**src/hw/rtl/soh_pkg.sv**
```systemverilog
package soh_pkg;

  localparam int HOLD_N = 16;
  localparam int Q_DEPTH = 4;
  localparam int Q_AW = 2;
  localparam int CFG_AW = 3;

  localparam logic [15:0] MIN_LEN = 16'd26;
  localparam logic [15:0] HOLD_FIRST = 16'd10;
  localparam logic [15:0] HOLD_LAST = 16'd23;
  localparam logic [15:0] ADJ_OFF = 16'd11;
  localparam logic [15:0] ADDR_OFF = 16'd24;
  localparam logic [15:0] ADDR_OFF2 = 16'd25;
  localparam logic [15:0] WORD_ADJ = 16'd4;
  localparam logic [15:0] TAIL_TRIM = 16'd5;

  localparam logic [3:0] ADDR_LO_IDX = 4'd14;
  localparam logic [3:0] ADDR_HI_IDX = 4'd15;
  localparam logic [3:0] FULL_CNT = 4'd15;
  localparam logic [3:0] CNT_BIAS = 4'd10;

  localparam logic CFG_REG_BEW = 1'b0;

  typedef logic [HOLD_N-1:0][7:0] hdr_t;

  typedef struct packed {
    logic       is_flush;
    logic [7:0] data;
    logic       end_flag;
    logic [3:0] cnt;
  } q_entry_t;

  function automatic logic [15:0] join_word(input logic be, input logic [7:0] first,
                                            input logic [7:0] second);
    return be ? {first, second} : {second, first};
  endfunction

  function automatic logic is_health(input logic [15:0] addr);
    logic hit;
    unique case (addr)
      16'd4416, 16'd4384, 16'd4368, 16'd9217, 16'd9218, 16'd9985,
      16'd9729, 16'd4609, 16'd8705, 16'd1281, 16'd1282, 16'd8544,
      16'd8464, 16'd272,  16'd320,  16'd4544, 16'd8640: hit = 1'b1;
      default: hit = 1'b0;
    endcase
    return hit;
  endfunction

endpackage

```
**src/hw/rtl/soh_fifo.sv**
```systemverilog
module soh_fifo (
  input  logic               clk,
  input  logic               rst,
  input  logic               push,
  input  soh_pkg::q_entry_t  push_data,
  input  logic               pop,
  output soh_pkg::q_entry_t  head,
  output logic               full,
  output logic               empty
);
  import soh_pkg::*;

  q_entry_t        mem [Q_DEPTH];
  logic [Q_AW-1:0] wptr;
  logic [Q_AW-1:0] rptr;
  logic [Q_AW:0]   cnt;

  assign full  = (cnt == (Q_AW+1)'(Q_DEPTH));
  assign empty = (cnt == '0);
  assign head  = mem[rptr];

  always_ff @(posedge clk) begin
    if (rst) begin
      wptr <= '0;
      rptr <= '0;
      cnt  <= '0;
    end else begin
      if (push) wptr <= wptr + Q_AW'(1);
      if (pop) rptr <= rptr + Q_AW'(1);
      if (push && !pop) cnt <= cnt + (Q_AW+1)'(1);
      else if (pop && !push) cnt <= cnt - (Q_AW+1)'(1);
    end
  end

  always_ff @(posedge clk) begin
    if (push) mem[wptr] <= push_data;
  end

endmodule

```
**src/hw/rtl/soh_front.sv**
```systemverilog
module soh_front (
  input  logic               clk,
  input  logic               rst,
  input  logic               bew,
  input  logic               in_valid,
  output logic               in_ready,
  input  logic [7:0]         in_byte,
  input  logic               buffer_end,
  output logic               push_valid,
  output soh_pkg::q_entry_t  push_data,
  input  logic               q_full,
  input  logic               flush_done,
  output soh_pkg::hdr_t      held
);
  import soh_pkg::*;

  logic [15:0] offset, offset_next;
  logic [15:0] mlen, mlen_next;
  logic        passing, passing_next;
  logic        halted, halted_next;
  logic        busy, busy_next;

  logic        acc;
  logic        in_mid;
  logic        writes_held;
  logic [15:0] last;
  logic [15:0] len1;
  logic [15:0] addr;
  logic [15:0] adj;
  logic [15:0] hoff;
  logic [16:0] off_inc;

  assign acc         = in_valid && in_ready;
  assign in_mid      = !halted && (offset >= 16'd2) && (mlen >= MIN_LEN);
  assign writes_held = in_mid && (offset >= HOLD_FIRST) && (offset <= ADDR_OFF2);
  // hold off header writes while the back end still drains the last flush
  assign in_ready    = !q_full && !(busy && writes_held);

  assign last    = mlen - TAIL_TRIM;
  assign len1    = join_word(bew, mlen[7:0], in_byte);
  assign addr    = join_word(bew, held[ADDR_LO_IDX], in_byte);
  assign adj     = join_word(bew, held[0], in_byte) - WORD_ADJ;
  assign hoff    = offset - HOLD_FIRST;
  assign off_inc = {1'b0, offset} + 17'd1;

  always_comb begin
    offset_next  = offset;
    mlen_next    = mlen;
    passing_next = passing;
    halted_next  = halted;
    push_valid   = 1'b0;
    push_data    = '0;
    if (acc) begin
      if (!halted) begin
        if (offset == 16'd0) begin
          mlen_next   = {8'd0, in_byte};
          offset_next = 16'd1;
        end else if (offset == 16'd1) begin
          if (len1 == 16'd0 || len1[15]) begin
            halted_next = 1'b1;
            offset_next = 16'd0;
          end else if (len1 == 16'd1) begin
            mlen_next   = {8'd0, in_byte};
            offset_next = 16'd1;
          end else begin
            mlen_next   = len1;
            offset_next = (len1 == 16'd2) ? 16'd0 : 16'd2;
          end
        end else begin
          if (mlen >= MIN_LEN) begin
            if (offset == ADDR_OFF2) begin
              if (is_health(addr)) begin
                push_valid         = 1'b1;
                push_data.is_flush = 1'b1;
                push_data.end_flag = (last <= ADDR_OFF2);
                push_data.cnt      = (last >= ADDR_OFF2) ? FULL_CNT
                                                         : (last[3:0] - CNT_BIAS);
                passing_next       = (last > ADDR_OFF2);
              end
            end else if (offset > ADDR_OFF2 && passing) begin
              push_valid         = 1'b1;
              push_data.data     = in_byte;
              push_data.end_flag = (offset == last);
              if (offset == last) passing_next = 1'b0;
            end
          end
          offset_next = (off_inc >= {1'b0, mlen}) ? 16'd0 : off_inc[15:0];
        end
      end
      if (buffer_end) begin
        offset_next  = '0;
        mlen_next    = '0;
        passing_next = 1'b0;
        halted_next  = 1'b0;
      end
    end
  end

  always_comb begin
    busy_next = busy;
    if (push_valid && push_data.is_flush) busy_next = 1'b1;
    else if (flush_done) busy_next = 1'b0;
  end

  always_ff @(posedge clk) begin
    if (rst) begin
      offset  <= '0;
      mlen    <= '0;
      passing <= 1'b0;
      halted  <= 1'b0;
      busy    <= 1'b0;
    end else begin
      offset  <= offset_next;
      mlen    <= mlen_next;
      passing <= passing_next;
      halted  <= halted_next;
      busy    <= busy_next;
    end
  end

  // header store: offset 11 rewrites the first word lowered by four
  always_ff @(posedge clk) begin
    if (acc && in_mid) begin
      if (offset == ADJ_OFF) begin
        held[0] <= bew ? adj[15:8] : adj[7:0];
        held[1] <= bew ? adj[7:0] : adj[15:8];
      end else if (offset >= HOLD_FIRST && offset <= HOLD_LAST) begin
        held[hoff[3:0]] <= in_byte;
      end
      if (offset == ADDR_OFF) held[ADDR_LO_IDX] <= in_byte;
      if (offset == ADDR_OFF2) held[ADDR_HI_IDX] <= in_byte;
    end
  end

endmodule

```
**src/hw/rtl/soh_back.sv**
```systemverilog
module soh_back (
  input  logic               clk,
  input  logic               rst,
  input  logic               q_empty,
  input  soh_pkg::q_entry_t  q_head,
  output logic               q_pop,
  input  soh_pkg::hdr_t      held,
  output logic               flush_done,
  output logic               out_valid,
  input  logic               out_ready,
  output logic [7:0]         out_byte,
  output logic               message_end,
  output logic               run_last
);
  import soh_pkg::*;

  logic [3:0] idx;
  logic       load;
  logic       fin;

  assign load       = !q_empty && (!out_valid || out_ready);
  assign fin        = q_head.is_flush ? (idx == q_head.cnt) : 1'b1;
  assign q_pop      = load && fin;
  assign flush_done = load && q_head.is_flush && fin;

  always_ff @(posedge clk) begin
    if (rst) begin
      out_valid <= 1'b0;
      idx       <= '0;
    end else begin
      if (load) out_valid <= 1'b1;
      else if (out_ready) out_valid <= 1'b0;
      if (load) idx <= (q_head.is_flush && !fin) ? idx + 4'd1 : 4'd0;
    end
  end

  always_ff @(posedge clk) begin
    if (load) begin
      out_byte    <= q_head.is_flush ? held[idx] : q_head.data;
      message_end <= q_head.end_flag && fin;
      run_last    <= fin;
    end
  end

endmodule

```
**src/hw/rtl/soh_message_extractor.sv**
```systemverilog
// Health-message extractor for a byte stream of length-prefixed logger messages.
// Input channel (in_valid/in_ready): one buffer word per handshake, in_byte plus
// buffer_end on the last byte of a buffer. Output channel (out_valid/out_ready):
// one word per handshake, out_byte with message_end on the last byte of an
// extracted message and run_last on the last word caused by one input word.
// The APB port holds big_endian_words at byte address 0 (0 = little endian).
// With the queue empty, a pass-through byte goes into the queue at its accepting
// edge, then into the output register. The byte at offset 25 of a health message
// releases up to 16 held header store words, one per cycle while out_ready holds.
// Throughput: one input word per cycle and one output word per cycle; the
// four-entry queue between parser and output lets the parser run ahead while
// a header flush drains. The parser stalls when the queue is full, and at a
// header byte while the previous flush is still being read out.
// Reset clears parse state, the queue and the output register; the header
// store is not cleared. When the receiver stalls, hold the output word; the
// queue fills, then in_ready drops until words drain.
module soh_message_extractor (
  input  logic                     clk,
  input  logic                     rst,
  input  logic                     in_valid,
  output logic                     in_ready,
  input  logic [7:0]               in_byte,
  input  logic                     buffer_end,
  output logic                     out_valid,
  input  logic                     out_ready,
  output logic [7:0]               out_byte,
  output logic                     message_end,
  output logic                     run_last,
  input  logic                     psel,
  input  logic                     penable,
  input  logic                     pwrite,
  input  logic [soh_pkg::CFG_AW-1:0] paddr,
  input  logic [31:0]              pwdata,
  output logic [31:0]              prdata,
  output logic                     pready
);
  import soh_pkg::*;

  logic     big_endian_words;
  logic     cfg_wr;
  logic     push_valid;
  q_entry_t push_data;
  q_entry_t q_head;
  logic     q_full;
  logic     q_empty;
  logic     q_pop;
  logic     flush_done;
  hdr_t     held;

  // config register: write on the access phase, read back bit 0
  assign pready = 1'b1;
  assign cfg_wr = psel && penable && pwrite && pready;
  assign prdata = (paddr[CFG_AW-1] == CFG_REG_BEW) ? {31'd0, big_endian_words} : 32'd0;

  always_ff @(posedge clk) begin
    if (rst) begin
      big_endian_words <= 1'b0;
    end else if (cfg_wr && paddr[CFG_AW-1] == CFG_REG_BEW) begin
      big_endian_words <= pwdata[0];
    end
  end

  // parser: tracks offsets, fills the header store, queues words to send
  soh_front u_front (
    .clk        (clk),
    .rst        (rst),
    .bew        (big_endian_words),
    .in_valid   (in_valid),
    .in_ready   (in_ready),
    .in_byte    (in_byte),
    .buffer_end (buffer_end),
    .push_valid (push_valid),
    .push_data  (push_data),
    .q_full     (q_full),
    .flush_done (flush_done),
    .held       (held)
  );

  soh_fifo u_fifo (
    .clk       (clk),
    .rst       (rst),
    .push      (push_valid),
    .push_data (push_data),
    .pop       (q_pop),
    .head      (q_head),
    .full      (q_full),
    .empty     (q_empty)
  );

  // emitter: expands flush entries and drives the output register
  soh_back u_back (
    .clk         (clk),
    .rst         (rst),
    .q_empty     (q_empty),
    .q_head      (q_head),
    .q_pop       (q_pop),
    .held        (held),
    .flush_done  (flush_done),
    .out_valid   (out_valid),
    .out_ready   (out_ready),
    .out_byte    (out_byte),
    .message_end (message_end),
    .run_last    (run_last)
  );

  a_no_push_full: assert property (@(posedge clk) disable iff (rst)
    push_valid |-> !q_full)
    else $error("queue overflow");

  a_end_is_last: assert property (@(posedge clk) disable iff (rst)
    out_valid && message_end |-> run_last)
    else $error("message end not on last word of run");

  a_pop_nonempty: assert property (@(posedge clk) disable iff (rst)
    q_pop |-> !q_empty)
    else $error("pop from empty queue");

endmodule
```
**config.mk**
```make
export PLATFORM = sky130hd
export DESIGN_NAME = soh_message_extractor
export DESIGN_NICKNAME = d
export VERILOG_FILES = /design/src/hw/rtl/soh_pkg.sv /design/src/hw/rtl/soh_fifo.sv /design/src/hw/rtl/soh_front.sv /design/src/hw/rtl/soh_back.sv /design/src/hw/rtl/soh_message_extractor.sv
export SDC_FILE = /design/constraint.sdc
export NUM_CORES = 1
export LEC_CHECK = 0
export BUFFER_PORTS_ARGS = -buffer_cell sky130_fd_sc_hd__buf_2
export CAP_MARGIN = 20
export CELL_PAD_IN_SITES_DETAIL_PLACEMENT = 0
export CELL_PAD_IN_SITES_GLOBAL_PLACEMENT = 1
export CORE_MARGIN = 4
export CORE_UTILIZATION = 45
export DETAILED_ROUTE_END_ITERATION = 12
export PLACE_DENSITY_LB_ADDON = 0.08
export SYNTH_ARGS = -nofsm -noshare
export SYNTH_HDL_FRONTEND = slang
export SYNTH_SLANG_ARGS = --single-unit
```
**constraint.sdc**
```tcl
create_clock -name clk -period 3.73 [get_ports clk]
set_input_delay 0.1865 -clock clk [delete_from_list [all_inputs] [get_ports clk]]
set_output_delay 0.1865 -clock clk [all_outputs]
set_load 0.1 [all_outputs]
```
==> results of run 1 <==
[critical path, delay by kind of cell, from the launching register on]
| family | cells | cell delay (ns) |
|---|---|---|
| AOI/OAI and AO/OA | 4 | 0.95 |
| and+or+nand+nor | 5 | 1.15 |
| adders and majority gates | 2 | 0.57 |
| buffers and inverters | 1 | 0.06 |
| xor gates and xnor gates | 1 | 0.16 |
| DFF | 1 | 0.52 |
[report_power, final]
| part | switching [W] | internal (W) | leakage, nW |
|---|---|---|---|
| Clock | 0.00109 | 0.00141 | 0.393 |
| Combinational | 0.000369 | 0.000121 | 2.67 |
| Sequential | 0.0000130 | 0.00292 | 2.04 |
| Total | 0.00147 | 0.00445 | 5.10 |
[logic make-up after synthesis]
logic type	Yosys count	share of synthesized area, %
AOI/OAI and AO/OA	180	9.44
xor gates and xnor gates	61	4.08
adders and majority gates	36	3.50
buffers and inverters	141	5.23
DFF	244	52.1
muxes	85	11.8
other	2	0.0573
and+or+nand+nor	345	13.8
[what timing repair did]
item,in CTS,in global routing
hold endpoints to repair,2,0
endpoints found under the setup margin,0,13
setup buffers,0,0
hold buffers,2,0
resized for setup,0,14
[registers in the layout, indices dropped and copies added, names as in the netlist, 2 cells and up, named ones only]
name / flops
u_front.held: 128
u_fifo.mem: 56
u_front.mlen: 16
u_front.offset: 16
u_back.out_byte: 8
u_back.idx: 4
u_fifo.cnt: 3
u_fifo.rptr: 2
u_fifo.wptr: 2
[synth_stat cells, types with 3 or more instances]
cell type | count | share of area, %
sky130_fd_sc_hd__o32ai_1 | 4 | 0.27
sky130_fd_sc_hd__and4_1 | 4 | 0.27
sky130_fd_sc_hd__o41ai_1 | 3 | 0.20
sky130_fd_sc_hd__a31oi_1 | 11 | 0.53
sky130_fd_sc_hd__buf_4 | 34 | 1.9
sky130_fd_sc_hd__nand3b_1 | 4 | 0.23
sky130_fd_sc_hd__a21oi_1 | 49 | 1.9
sky130_fd_sc_hd__inv_1 | 41 | 1.2
sky130_fd_sc_hd__ha_1 | 35 | 3.3
sky130_fd_sc_hd__nor3_1 | 50 | 1.9
sky130_fd_sc_hd__nor3b_1 | 12 | 0.69
sky130_fd_sc_hd__a211o_1 | 3 | 0.20
sky130_fd_sc_hd__buf_2 | 10 | 0.38
sky130_fd_sc_hd__xnor2_1 | 30 | 2.0
sky130_fd_sc_hd__mux4_2 | 54 | 9.3
sky130_fd_sc_hd__a21o_1 | 15 | 0.86
sky130_fd_sc_hd__nor2_1 | 86 | 2.5
sky130_fd_sc_hd__and3_1 | 8 | 0.38
sky130_fd_sc_hd__o21a_1 | 3 | 0.17
sky130_fd_sc_hd__nor4b_1 | 5 | 0.33
sky130_fd_sc_hd__nand2b_1 | 5 | 0.24
sky130_fd_sc_hd__nand3_1 | 24 | 0.92
sky130_fd_sc_hd__a2bb2oi_1 | 3 | 0.20
sky130_fd_sc_hd__nand2_1 | 59 | 1.7
sky130_fd_sc_hd__or2_2 | 5 | 0.24
sky130_fd_sc_hd__xor2_1 | 31 | 2.1
sky130_fd_sc_hd__nor2b_1 | 6 | 0.29
sky130_fd_sc_hd__o21ai_0 | 36 | 1.4
sky130_fd_sc_hd__buf_1 | 10 | 0.29
sky130_fd_sc_hd__mux2_2 | 10 | 0.86
sky130_fd_sc_hd__and2_1 | 26 | 1.2
sky130_fd_sc_hd__mux2i_1 | 21 | 1.6
sky130_fd_sc_hd__nand4_1 | 17 | 0.81
sky130_fd_sc_hd__or3_1 | 5 | 0.24
sky130_fd_sc_hd__a32oi_1 | 4 | 0.27
sky130_fd_sc_hd__edfxtp_1 | 194 | 44
sky130_fd_sc_hd__a211oi_1 | 6 | 0.34
sky130_fd_sc_hd__clkbuf_1 | 42 | 1.2
sky130_fd_sc_hd__a22o_1 | 11 | 0.74
sky130_fd_sc_hd__nor4_1 | 15 | 0.72
sky130_fd_sc_hd__dfxtp_1 | 50 | 7.6
sky130_fd_sc_hd__a22oi_1 | 3 | 0.17
[per-stage QoR]
stage               util [%]  power (W)  worst slack (ns)  instance area (µm²)  setup TNS, ns
floorplan                  -    0.00337            0.0861                13200              0
detailed placement      48.5    0.00347             0.215                13900              0
global placement        48.5    0.00347             0.184                13900              0
global route            51.7    0.00615           -0.0310                14800        -0.0387
CTS                     51.5    0.00597             0.161                14800              0
finish                  51.7    0.00592             0.238                14800              0
[final timing paths]
path                     startpoint  cells past startpoint  slack [ns]               end
setup / recovery  u_front.held[115]                     13        0.24     u_fifo.cnt[2]
hold / removal           in_byte[2]                      2        0.05   u_front.mlen[2]
hold reg to reg    u_back.out_valid                      2        0.47  u_back.out_valid
setup reg to reg  u_front.held[115]                     13        0.24     u_fifo.cnt[2]
[layer usage]
layer | wire length, µm | up-vias | global-route usage [%]
li1 | - | 4215 | -
met5 | 0 | - | 0
met3 | 1650 | 43 | 2.78
met4 | 639 | 0 | 4.45
met2 | 16000 | 212 | 34.8
met1 | 15800 | 4404 | 31.0
[area by class of cell]
| type | instances | area share (%) |
|---|---|---|
| Clock buffer | 34 | 4.73 |
| Clock inverter | 16 | 0.852 |
| Inverter | 43 | 1.09 |
| Multi-Input combinational cell | 739 | 38.9 |
| Sequential cell | 244 | 46.1 |
| Tap cell | 384 | 3.24 |
| Timing Repair Buffer | 110 | 5.18 |
==> results_tabular.tex, run 1 <==
\begin{tabular}{lr}
\hline
Metric & Value \\
\hline
\multicolumn{2}{l}{\textbf{Detailed routing}} \\
Via count & 8874 \\
Antenna Violating Nets Remaining & 0 \\
Initial detailed-routing violation count & 688 \\
Pre-antenna DRT Iters & 5 \\
Number of DRC violations after detailed routing & 0 \\
Wirelength per Cell & 21.7 µm \\
Final Routed Wirelength & roughly 34000 µm \\
Average vias per placed instance & 5.65 \\
\multicolumn{2}{l}{\textbf{Floorplan}} \\
Die Height & 179 µm \\
Core Box Area & 0.0287 mm² \\
Count of pins on the block boundary & 96 \\
Die area & roughly 0.032 mm² \\
Die X & between 150 and 200 µm \\
Effective utilization at floorplan & roughly 46\% \\
Row Count & 62 \\
\multicolumn{2}{l}{\textbf{Synth}} \\
Synth Warn \# & 0 \\
Mean area per synthesized cell & roughly 12 µm² \\
Synthesized area & between 0.01 and 0.015 mm² \\
Count of flip-flops with a built-in enable after synthesis & 194 \\
Proportion of register bits with asynchronous set or reset after synthesis & 0\% \\
Register bit count reported by yosys & 244 \\
Gate count of the mapped netlist & 1094 \\
Seq/Total Area, Yosys & between 50\% and 60\% \\
Number of distinct library cell variants in the gate-level netlist after synthesis & 79 \\
Dominant synthesized flop cell & sky130\_fd\_sc\_hd\_\_edfxtp\_1 \\
\multicolumn{2}{l}{\textbf{Status}} \\
Run status & complete, no violations \\
\multicolumn{2}{l}{\textbf{Timing}} \\
Min Clock Period, post-route & between 3 and 4 ns \\
Final hold slack & about 0.049 ns \\
Final count of negative-setup-slack endpoints & 0 \\
Post-route clock skew & 0.0145 ns \\
Hold Violations, Final & 0 \\
Final Slew Violations & 0 \\
Maximum frequency from static timing analysis & 0.286 GHz \\
Transition time at the pin with the least slew margin & 0.828 ns \\
Max-slew headroom at the worst pin & 44.8\% \\
Fin crit share & a little over nine tenths \\
\multicolumn{2}{l}{\textbf{Setup path}} \\
CP max stage cell & sky130\_fd\_sc\_hd\_\_edfxtp\_1 \\
Critical path class & flip-flop to flip-flop \\
Worst Path Required & around 4.2 ns \\
Largest fanout on the critical path & 6 \\
CP endpoint kind & flip-flop \\
Setup crit start kind & flip-flop \\
Arrival time of data at the critical path endpoint & 3.95 ns \\
Most frequent cell on the critical path & sky130\_fd\_sc\_hd\_\_a211oi\_1 \\
Peak per-stage delay on the critical path & around 0.52 ns \\
Cells along the critical path & or3b\_2 > a211oi\_1 > nand2\_1 > a211oi\_1 > nor3\_1 > a31o\_2 > nand2\_2 > ha\_1 > inv\_1 > fa\_1 > xor2\_1 > or3\_1 > a21oi\_1 \\
\multicolumn{2}{l}{\textbf{Placement}} \\
Placer congestion estimate & about 0.88 \\
Detailed Place HPWL & $\sim$25000 µm \\
Count of input and output buffers & 30 \\
Number of placed cells counting well taps & $\sim$1500 \\
\multicolumn{2}{l}{\textbf{Global routing}} \\
Global-route total usage across every layer & between 20\% and 30\% \\
Sum of overflow across all layers after global routing & 0 \\
Maximum number of pins on one net before global-route repair & 36 \\
Number of global-route vias before repair & 8654 \\
Wire length of the first global-routing pass & 51900 µm \\
Number of antenna violations at the first check in global routing & 0 \\
\multicolumn{2}{l}{\textbf{Layout}} \\
FILL cells & $\sim$2600 \\
Area added between synthesis and finish & 13.3\% \\
Commonest non-fill, non-tap cell in the layout & sky130\_fd\_sc\_hd\_\_edfxtp\_1 \\
Non-filler instance count after layout & 1570 \\
Register area & 0.00683 mm² \\
Area taken by multi-input logic gates & 0.00576 mm² \\
Commonest non-fill, non-tap cells in the layout & sky130\_fd\_sc\_hd\_\_edfxtp\_1 (194), sky130\_fd\_sc\_hd\_\_nor2\_1 (84), sky130\_fd\_sc\_hd\_\_buf\_4 (77), sky130\_fd\_sc\_hd\_\_nand2\_1 (57), sky130\_fd\_sc\_hd\_\_mux4\_2 (54) \\
Share of post-route cells with drive strength above 1 & 20.8\% \\
Net total in the final layout & between 1000 and 1500 \\
Number of diodes & 0 \\
\multicolumn{2}{l}{\textbf{Power}} \\
Leakage power & 5.10 nW \\
Pwr dens & about 400 mW/mm² \\
Largest voltage drop on the vdd net & 0.341 mV \\
\multicolumn{2}{l}{\textbf{CTS}} \\
Number of CTS-inserted buffers & 27 \\
Clock slew seen by the registers of the worst setup and hold paths & about 0.060 ns \\
Buffer cell driving the clock tree root & sky130\_fd\_sc\_hd\_\_clkbuf\_16 \\
Clock insertion delay at the later pin of the skew report & 0.54 ns \\
Clock tree from TritonCTS & built \\
Clock Tree Buf Depth & 3 \\
H-tree levels & 1 \\
CTS Sinks & 244 \\
\multicolumn{2}{l}{\textbf{Run}} \\
Total of max-cap violations & 0 \\
\multicolumn{2}{l}{\textbf{Worst hold path}} \\
Min-Delay Path Class & primary input to flip-flop \\
\hline
\end{tabular}
Note: power is estimated with default switching activity, not from simulation.
==> run 2: changes to the inputs <==
==> constraint.sdc (replaced) <==
create_clock -name clk -period 3.73 [get_ports clk]
set_input_delay 0.9325 -clock clk [delete_from_list [all_inputs] [get_ports clk]]
set_output_delay 0.9325 -clock clk [all_outputs]
set_load 0.1 [all_outputs]
==> results_tabular.tex, run 2 (synthesized netlist as in run 1, its figures left out) <==
\begin{tabular}{lr}
\hline
Metric & Value \\
\hline
\multicolumn{2}{l}{\textbf{Power}} \\
Net load switching power & 0.00146 W \\
Int Power & 0.00472 W \\
Leakage power & around 5.3 nW \\
Largest voltage drop on the vdd net & 0.344 mV \\
Sw Ratio & 23.6\% \\
Combinational share of power & 8.3\% \\
Relative contribution of sequential cells to total power & 47.4\% \\
Pwr dens & 405 mW/mm² \\
Clk pwr share & $\sim$44\% \\
\multicolumn{2}{l}{\textbf{Run}} \\
Total of max-cap violations & 0 \\
\multicolumn{2}{l}{\textbf{Layout}} \\
Area taken by multi-input logic gates & 0.00579 mm² \\
Register with the highest flop count & u\_front.held \\
Commonest non-fill, non-tap cell in the layout & sky130\_fd\_sc\_hd\_\_edfxtp\_1 \\
Share of the core filled with cells & 53.1\% \\
Number of flip-flops under the largest register name & 128 \\
Commonest non-fill, non-tap cells in the layout & sky130\_fd\_sc\_hd\_\_edfxtp\_1 (194), sky130\_fd\_sc\_hd\_\_buf\_4 (107), sky130\_fd\_sc\_hd\_\_nor2\_1 (84), sky130\_fd\_sc\_hd\_\_nand2\_1 (57), sky130\_fd\_sc\_hd\_\_mux4\_2 (54) \\
Regs by FF count & u\_front.held x128, u\_fifo.mem x56 \\
Non-filler instance count after layout & 1602 \\
FILL cells & 2552 \\
Area added between synthesis and finish & 16.4\% \\
Net total in the final layout & 1285 \\
Area of all placed cells without fillers & between 0.015 and 0.02 mm² \\
Number of diodes & 0 \\
Register area & 0.00683 mm² \\
Share of post-route cells with drive strength above 1 & 23.2\% \\
\multicolumn{2}{l}{\textbf{CTS}} \\
Buffer cell driving the clock tree root & sky130\_fd\_sc\_hd\_\_clkbuf\_16 \\
H-tree levels & 1 \\
Clock slew seen by the registers of the worst setup and hold paths & 0.06 ns \\
Number of CTS-inserted buffers & 28 \\
Clock insertion delay at the later pin of the skew report & 0.55 ns \\
Clock tree from TritonCTS & built \\
Cts-stage hold buffer count & 0 \\
Clock Tree Buf Depth & 3 \\
CTS Sinks & approximately 240 \\
\multicolumn{2}{l}{\textbf{Floorplan}} \\
Core Box Area & around 0.029 mm² \\
Count of pins on the block boundary & 96 \\
Row Count & 62 \\
Effective utilization at floorplan & between 40\% and 50\% \\
Die X & 179 µm \\
Die Height & 179 µm \\
Die area & roughly 0.032 mm² \\
\multicolumn{2}{l}{\textbf{Setup path}} \\
Critical path class & flip-flop to primary output \\
Arrival time of data at the critical path endpoint & between 2 and 3 ns \\
Reg2Reg Launch Point & u\_front.offset[1] \\
Worst Path Required & 2.80 ns \\
CP endpoint kind & primary output \\
Beginning of the critical path & u\_front.offset[12] \\
Setup crit start kind & flip-flop \\
Largest fanout on the critical path & 6 \\
\multicolumn{2}{l}{\textbf{Placement}} \\
Placed instance area & 0.0142 mm² \\
Placer congestion estimate & 0.865 \\
Detailed Place HPWL & 25000 µm \\
Count of input and output buffers & 30 \\
Number of placed cells counting well taps & 1550 \\
\multicolumn{2}{l}{\textbf{Global routing}} \\
Global-route total usage across every layer & a little over a fifth \\
Wire length of the first global-routing pass & 53000 µm \\
Sum of overflow across all layers after global routing & 0 \\
Maximum number of pins on one net before global-route repair & 36 \\
Number of antenna violations at the first check in global routing & 0 \\
Number of global-route vias before repair & around 8800 \\
\multicolumn{2}{l}{\textbf{Timing}} \\
Final Slew Violations & 0 \\
Final hold slack & 0.476 ns \\
Final TNS setup & 0 ns \\
Hold Violations, Final & 0 \\
Min Clock Period, post-route & 3.57 ns \\
Maximum frequency from static timing analysis & 0.280 GHz \\
Fin crit share & 95.7\% \\
RSZ-0062 raised after global routing & no \\
Transition time at the pin with the least slew margin & approximately 0.76 ns \\
Final count of negative-setup-slack endpoints & 0 \\
Post-route clock skew & between 0.015 and 0.02 ns \\
Max-slew headroom at the worst pin & roughly half \\
\multicolumn{2}{l}{\textbf{Worst hold path}} \\
Min-Delay Path Class & flip-flop to flip-flop \\
Start point of the worst hold path & u\_front.busy \\
\multicolumn{2}{l}{\textbf{Status}} \\
Run status & complete, no violations \\
\multicolumn{2}{l}{\textbf{Detailed routing}} \\
Via count & 8993 \\
Average vias per placed instance & 5.61 \\
Initial detailed-routing violation count & approximately 640 \\
Antenna Violating Nets Remaining & 0 \\
Final Routed Wirelength & 34100 µm \\
Pre-antenna DRT Iters & 7 \\
Wirelength per Cell & 21.3 µm \\
Number of DRC violations after detailed routing & 0 \\
\hline
\end{tabular}
==> run 2: area by class of cell <==
class | instances | area share [%]
Clock buffer | 35 | 4.77
Clock inverter | 15 | 1.33
Inverter | 43 | 1.06
Multi-Input combinational cell | 739 | 37.9
Sequential cell | 244 | 44.8
Tap cell | 384 | 3.15
Timing Repair Buffer | 142 | 6.95
==> run 2: worst paths after layout <==
check / end / slack [ns] / cells past startpoint
worst min-delay path: u_front.busy / 0.48 / 2
worst max register to register: u_front.offset[0] / 0.29 / 16
worst max-delay path: in_ready / 0.16 / 8
worst min register to register: u_front.busy / 0.48 / 2
==> run 2: power by group through the flow <==
stage / clock (W) / sequential, W / combinational [W]
final: 0.00274 / 0.00293 / 0.000514
after global routing: 0.00292 / 0.00293 / 0.000551
after CTS: 0.00280 / 0.00293 / 0.000505
after detailed placement: 0 / 0.00299 / 0.000503
after global placement: 0 / 0.00299 / 0.000504
after floorplan: 0 / 0.00298 / 0.000384
==> run 2: repair_timing <==
item / CTS / global route
setup buffers: 0 / 2
setup endpoints to repair: 0 / 13
gates resized for setup: 0 / 15
==> run 2: per-layer routing <==
| layer | wire, µm | part of all wire, % | up-vias | global-route usage (%) |
|---|---|---|---|---|
| met5 | 0 | 0 | - | 0 |
| met3 | 1570 | 4.6 | 32 | 2.65 |
| met1 | 15800 | 46 | 4477 | 32.0 |
| li1 | - | - | 4278 | - |
| met4 | 506 | 1.5 | 0 | 3.84 |
| met2 | 16200 | 47 | 206 | 35.1 |
==> run 2: per-stage QoR <==
step | setup WS, ns | total power (W)
floorplan | -0.0345 | 0.00337
global placement | -0.0630 | 0.00349
detailed placement | -0.0929 | 0.00349
CTS | 0.0270 | 0.00623
global route | 0.000897 | 0.00640
finish | 0.160 | 0.00618
==> run 2: critical path: stages, from the launching register on <==
cell	delay, ns
sky130_fd_sc_hd__dfxtp_1	0.31
sky130_fd_sc_hd__or4_4	0.57
sky130_fd_sc_hd__nor3_4	0.26
sky130_fd_sc_hd__buf_4	0.18
sky130_fd_sc_hd__o2111a_1	0.21
sky130_fd_sc_hd__buf_4	0.13
sky130_fd_sc_hd__nand2_1	0.08
sky130_fd_sc_hd__and2_1	0.17
sky130_fd_sc_hd__buf_6	0.18
==> run 3: changes to the inputs <==
BUFFER_PORTS_ARGS = unset   (was -buffer_cell sky130_fd_sc_hd__buf_2)
CORE_UTILIZATION = 47   (was 45)
DONT_BUFFER_PORTS = 1   (was unset)
PLACE_DENSITY_LB_ADDON = 0.1   (was 0.08)
==> results_tabular.tex, run 3 (synthesized netlist as in run 1, its figures left out) <==
\begin{tabular}{lr}
\hline
Metric & Value \\
\hline
\multicolumn{2}{l}{\textbf{Status}} \\
Run status & complete, no violations \\
\multicolumn{2}{l}{\textbf{Detailed routing}} \\
Final Routed Wirelength & 32900 µm \\
Antenna Violating Nets Remaining & 0 \\
Average vias per placed instance & 5.76 \\
Wirelength per Cell & around 22 µm \\
Via count & 8727 \\
Pre-antenna DRT Iters & 5 \\
Number of DRC violations after detailed routing & 0 \\
Initial detailed-routing violation count & 609 \\
\multicolumn{2}{l}{\textbf{Floorplan}} \\
Effective utilization at floorplan & 48.2\% \\
Die Height & 175 µm \\
Die area & 0.0306 mm² \\
Count of pins on the block boundary & 96 \\
Row Count & 60 \\
Die X & roughly 170 µm \\
Core Box Area & 0.0272 mm² \\
\multicolumn{2}{l}{\textbf{Timing}} \\
Max-slew headroom at the worst pin & between 30\% and 40\% \\
Final Slew Violations & 0 \\
Final count of negative-setup-slack endpoints & 0 \\
Transition time at the pin with the least slew margin & 0.909 ns \\
Fin crit share & between 90\% and 100\% \\
Post-route clock skew & 0.0119 ns \\
Hold Violations, Final & 0 \\
Maximum frequency from static timing analysis & 0.279 GHz \\
Min Clock Period, post-route & 3.59 ns \\
Final TNS setup & 0 ns \\
\multicolumn{2}{l}{\textbf{Layout}} \\
Share of the core filled with cells & 54.0\% \\
Register with the highest flop count & u\_front.held \\
Net total in the final layout & 1215 \\
FILL cells & 2371 \\
Number of flip-flops under the largest register name & 128 \\
Area taken by multi-input logic gates & 0.00576 mm² \\
Number of diodes & 0 \\
Regs by FF count & u\_front.held x128, u\_fifo.mem x56 \\
Area added between synthesis and finish & 12.1\% \\
Share of post-route cells with drive strength above 1 & 18.1\% \\
Commonest non-fill, non-tap cell in the layout & sky130\_fd\_sc\_hd\_\_edfxtp\_1 \\
Commonest non-fill, non-tap cells in the layout & sky130\_fd\_sc\_hd\_\_edfxtp\_1 (194), sky130\_fd\_sc\_hd\_\_nor2\_1 (84), sky130\_fd\_sc\_hd\_\_buf\_4 (72), sky130\_fd\_sc\_hd\_\_nand2\_1 (57), sky130\_fd\_sc\_hd\_\_mux4\_2 (54) \\
Register area & 0.00683 mm² \\
\multicolumn{2}{l}{\textbf{CTS}} \\
Clock slew seen by the registers of the worst setup and hold paths & approximately 0.06 ns \\
Buffer cell driving the clock tree root & sky130\_fd\_sc\_hd\_\_clkbuf\_16 \\
Number of gates resized after cts & 0 \\
CTS Sinks & around 240 \\
Clock Tree Buf Depth & 3 \\
H-tree levels & 1 \\
Cts-stage hold buffer count & 0 \\
Clock tree from TritonCTS & built \\
Clock insertion delay at the later pin of the skew report & roughly 0.54 ns \\
Number of CTS-inserted buffers & 27 \\
Buffer count from post-CTS setup fixing & 0 \\
\multicolumn{2}{l}{\textbf{Power}} \\
Clk pwr share & 44.8\% \\
Pwr dens & 415 mW/mm² \\
Net load switching power & around 0.0014 W \\
Leakage power & approximately 5.0 nW \\
Largest voltage drop on the vdd net & approximately 0.34 mV \\
Sw Ratio & 22.8\% \\
Int Power & 0.00470 W \\
Combinational share of power & roughly 7\% \\
Relative contribution of sequential cells to total power & 48.2\% \\
\multicolumn{2}{l}{\textbf{Global routing}} \\
Number of global-route vias before repair & between 8000 and 9000 \\
Sum of overflow across all layers after global routing & 0 \\
Maximum number of pins on one net before global-route repair & 36 \\
Wire length of the first global-routing pass & between 50000 and 60000 µm \\
Number of antenna violations at the first check in global routing & 0 \\
Global-route total usage across every layer & 21.2\% \\
\multicolumn{2}{l}{\textbf{Setup path}} \\
Reg2Reg Launch Point & u\_front.offset[1] \\
Worst Reg-to-Reg Cells & 16 \\
Setup crit start kind & flip-flop \\
Arrival time of data at the critical path endpoint & 2.66 ns \\
Worst Path Required & about 2.8 ns \\
Largest fanout on the critical path & 6 \\
Critical Path End & in\_ready \\
Beginning of the critical path & u\_front.offset[6] \\
CP endpoint kind & primary output \\
Internal reg-to-reg setup slack & 0.25 ns \\
Endpoint of the lowest-slack register-to-register path & u\_front.offset[0] \\
Critical path class & flip-flop to primary output \\
\multicolumn{2}{l}{\textbf{Worst hold path}} \\
Min-Delay Path Class & primary input to flip-flop \\
\multicolumn{2}{l}{\textbf{Placement}} \\
Detailed Place HPWL & 23000 µm \\
Placer congestion estimate & 0.862 \\
Count of input and output buffers & 0 \\
\multicolumn{2}{l}{\textbf{Run}} \\
Total of max-cap violations & 0 \\
\hline
\end{tabular}
-- run 3: cell types whose count changed in the layout (fill, tap and decap cells not counted), moves of 3 or more --
cell                       delta
sky130_fd_sc_hd__buf_12       -4
sky130_fd_sc_hd__buf_2       -29
sky130_fd_sc_hd__buf_4       -35
sky130_fd_sc_hd__clkbuf_1     -3
sky130_fd_sc_hd__clkinv_2     -5
-- run 3: power by group through the flow --
stage | Sequential [W] | Clock (W) | Combinational (W)
2_1_floorplan | 0.00298 | 0 | 0.000384
3_3_place_gp | 0.00299 | 0 | 0.000418
3_5_place_dp | 0.00299 | 0 | 0.000418
4_1_cts | 0.00293 | 0.00280 | 0.000420
5_1_grt | 0.00293 | 0.00292 | 0.000458
6_report | 0.00293 | 0.00273 | 0.000427
-- run 3: final cells by class --
cell class	instances	area share, %
clock inverters	12	1.41
well taps	372	3.17
clock buffers	31	4.71
multi-input cells	739	39.3
inverters	43	1.10
repair buffers	73	3.82
flip-flops and latches	244	46.5
-- run 3: layer usage --
metal	global-route usage [%]	routed length (µm)	vias to the layer above
met5	0	0	-
met4	4.65	568	0
met3	3.07	1680	37
met2	34.4	15500	234
met1	30.6	15100	4326
li1	-	-	4130
-- run 3: worst min-delay path by stage --
| stage | end | cells past startpoint | start |
|---|---|---|---|
| final | big_endian_words | 1 | rst |
| after global routing | u_front.mlen[13] | 1 | rst |
| after CTS | big_endian_words | 1 | rst |
| after detailed placement | u_front.busy | 2 | u_front.busy |
| after global placement | u_front.busy | 2 | u_front.busy |
| after floorplan | u_front.busy | 2 | u_front.busy |
-- run 3: critical path: stages, from the launching register on --
cell and delay [ns]:
sky130_fd_sc_hd__dfxtp_1 0.34, sky130_fd_sc_hd__buf_4 0.16, sky130_fd_sc_hd__or3_1 0.45, sky130_fd_sc_hd__nor3_4 0.22, sky130_fd_sc_hd__buf_4 0.18, sky130_fd_sc_hd__o2111a_2 0.27
sky130_fd_sc_hd__nand2_1 0.10, sky130_fd_sc_hd__and2_1 0.17, sky130_fd_sc_hd__buf_4 0.23
-- run 3: per-stage QoR --
step / setup WS [ns] / std cells / hold slack (ns) / power, W / area [µm²]
5_1_grt: -0.0128 / 1514 / 0.434 / 0.00631 / 14700
2_1_floorplan: -0.0345 / 1124 / 0.437 / 0.00337 / 13300
3_5_place_dp: 0.0650 / 1471 / 0.462 / 0.00341 / 13800
4_1_cts: 0.0167 / 1514 / 0.427 / 0.00615 / 14600
3_3_place_gp: 0.0804 / 1471 / 0.462 / 0.00341 / 13800
6_report: 0.140 / 1514 / 0.452 / 0.00609 / 14700
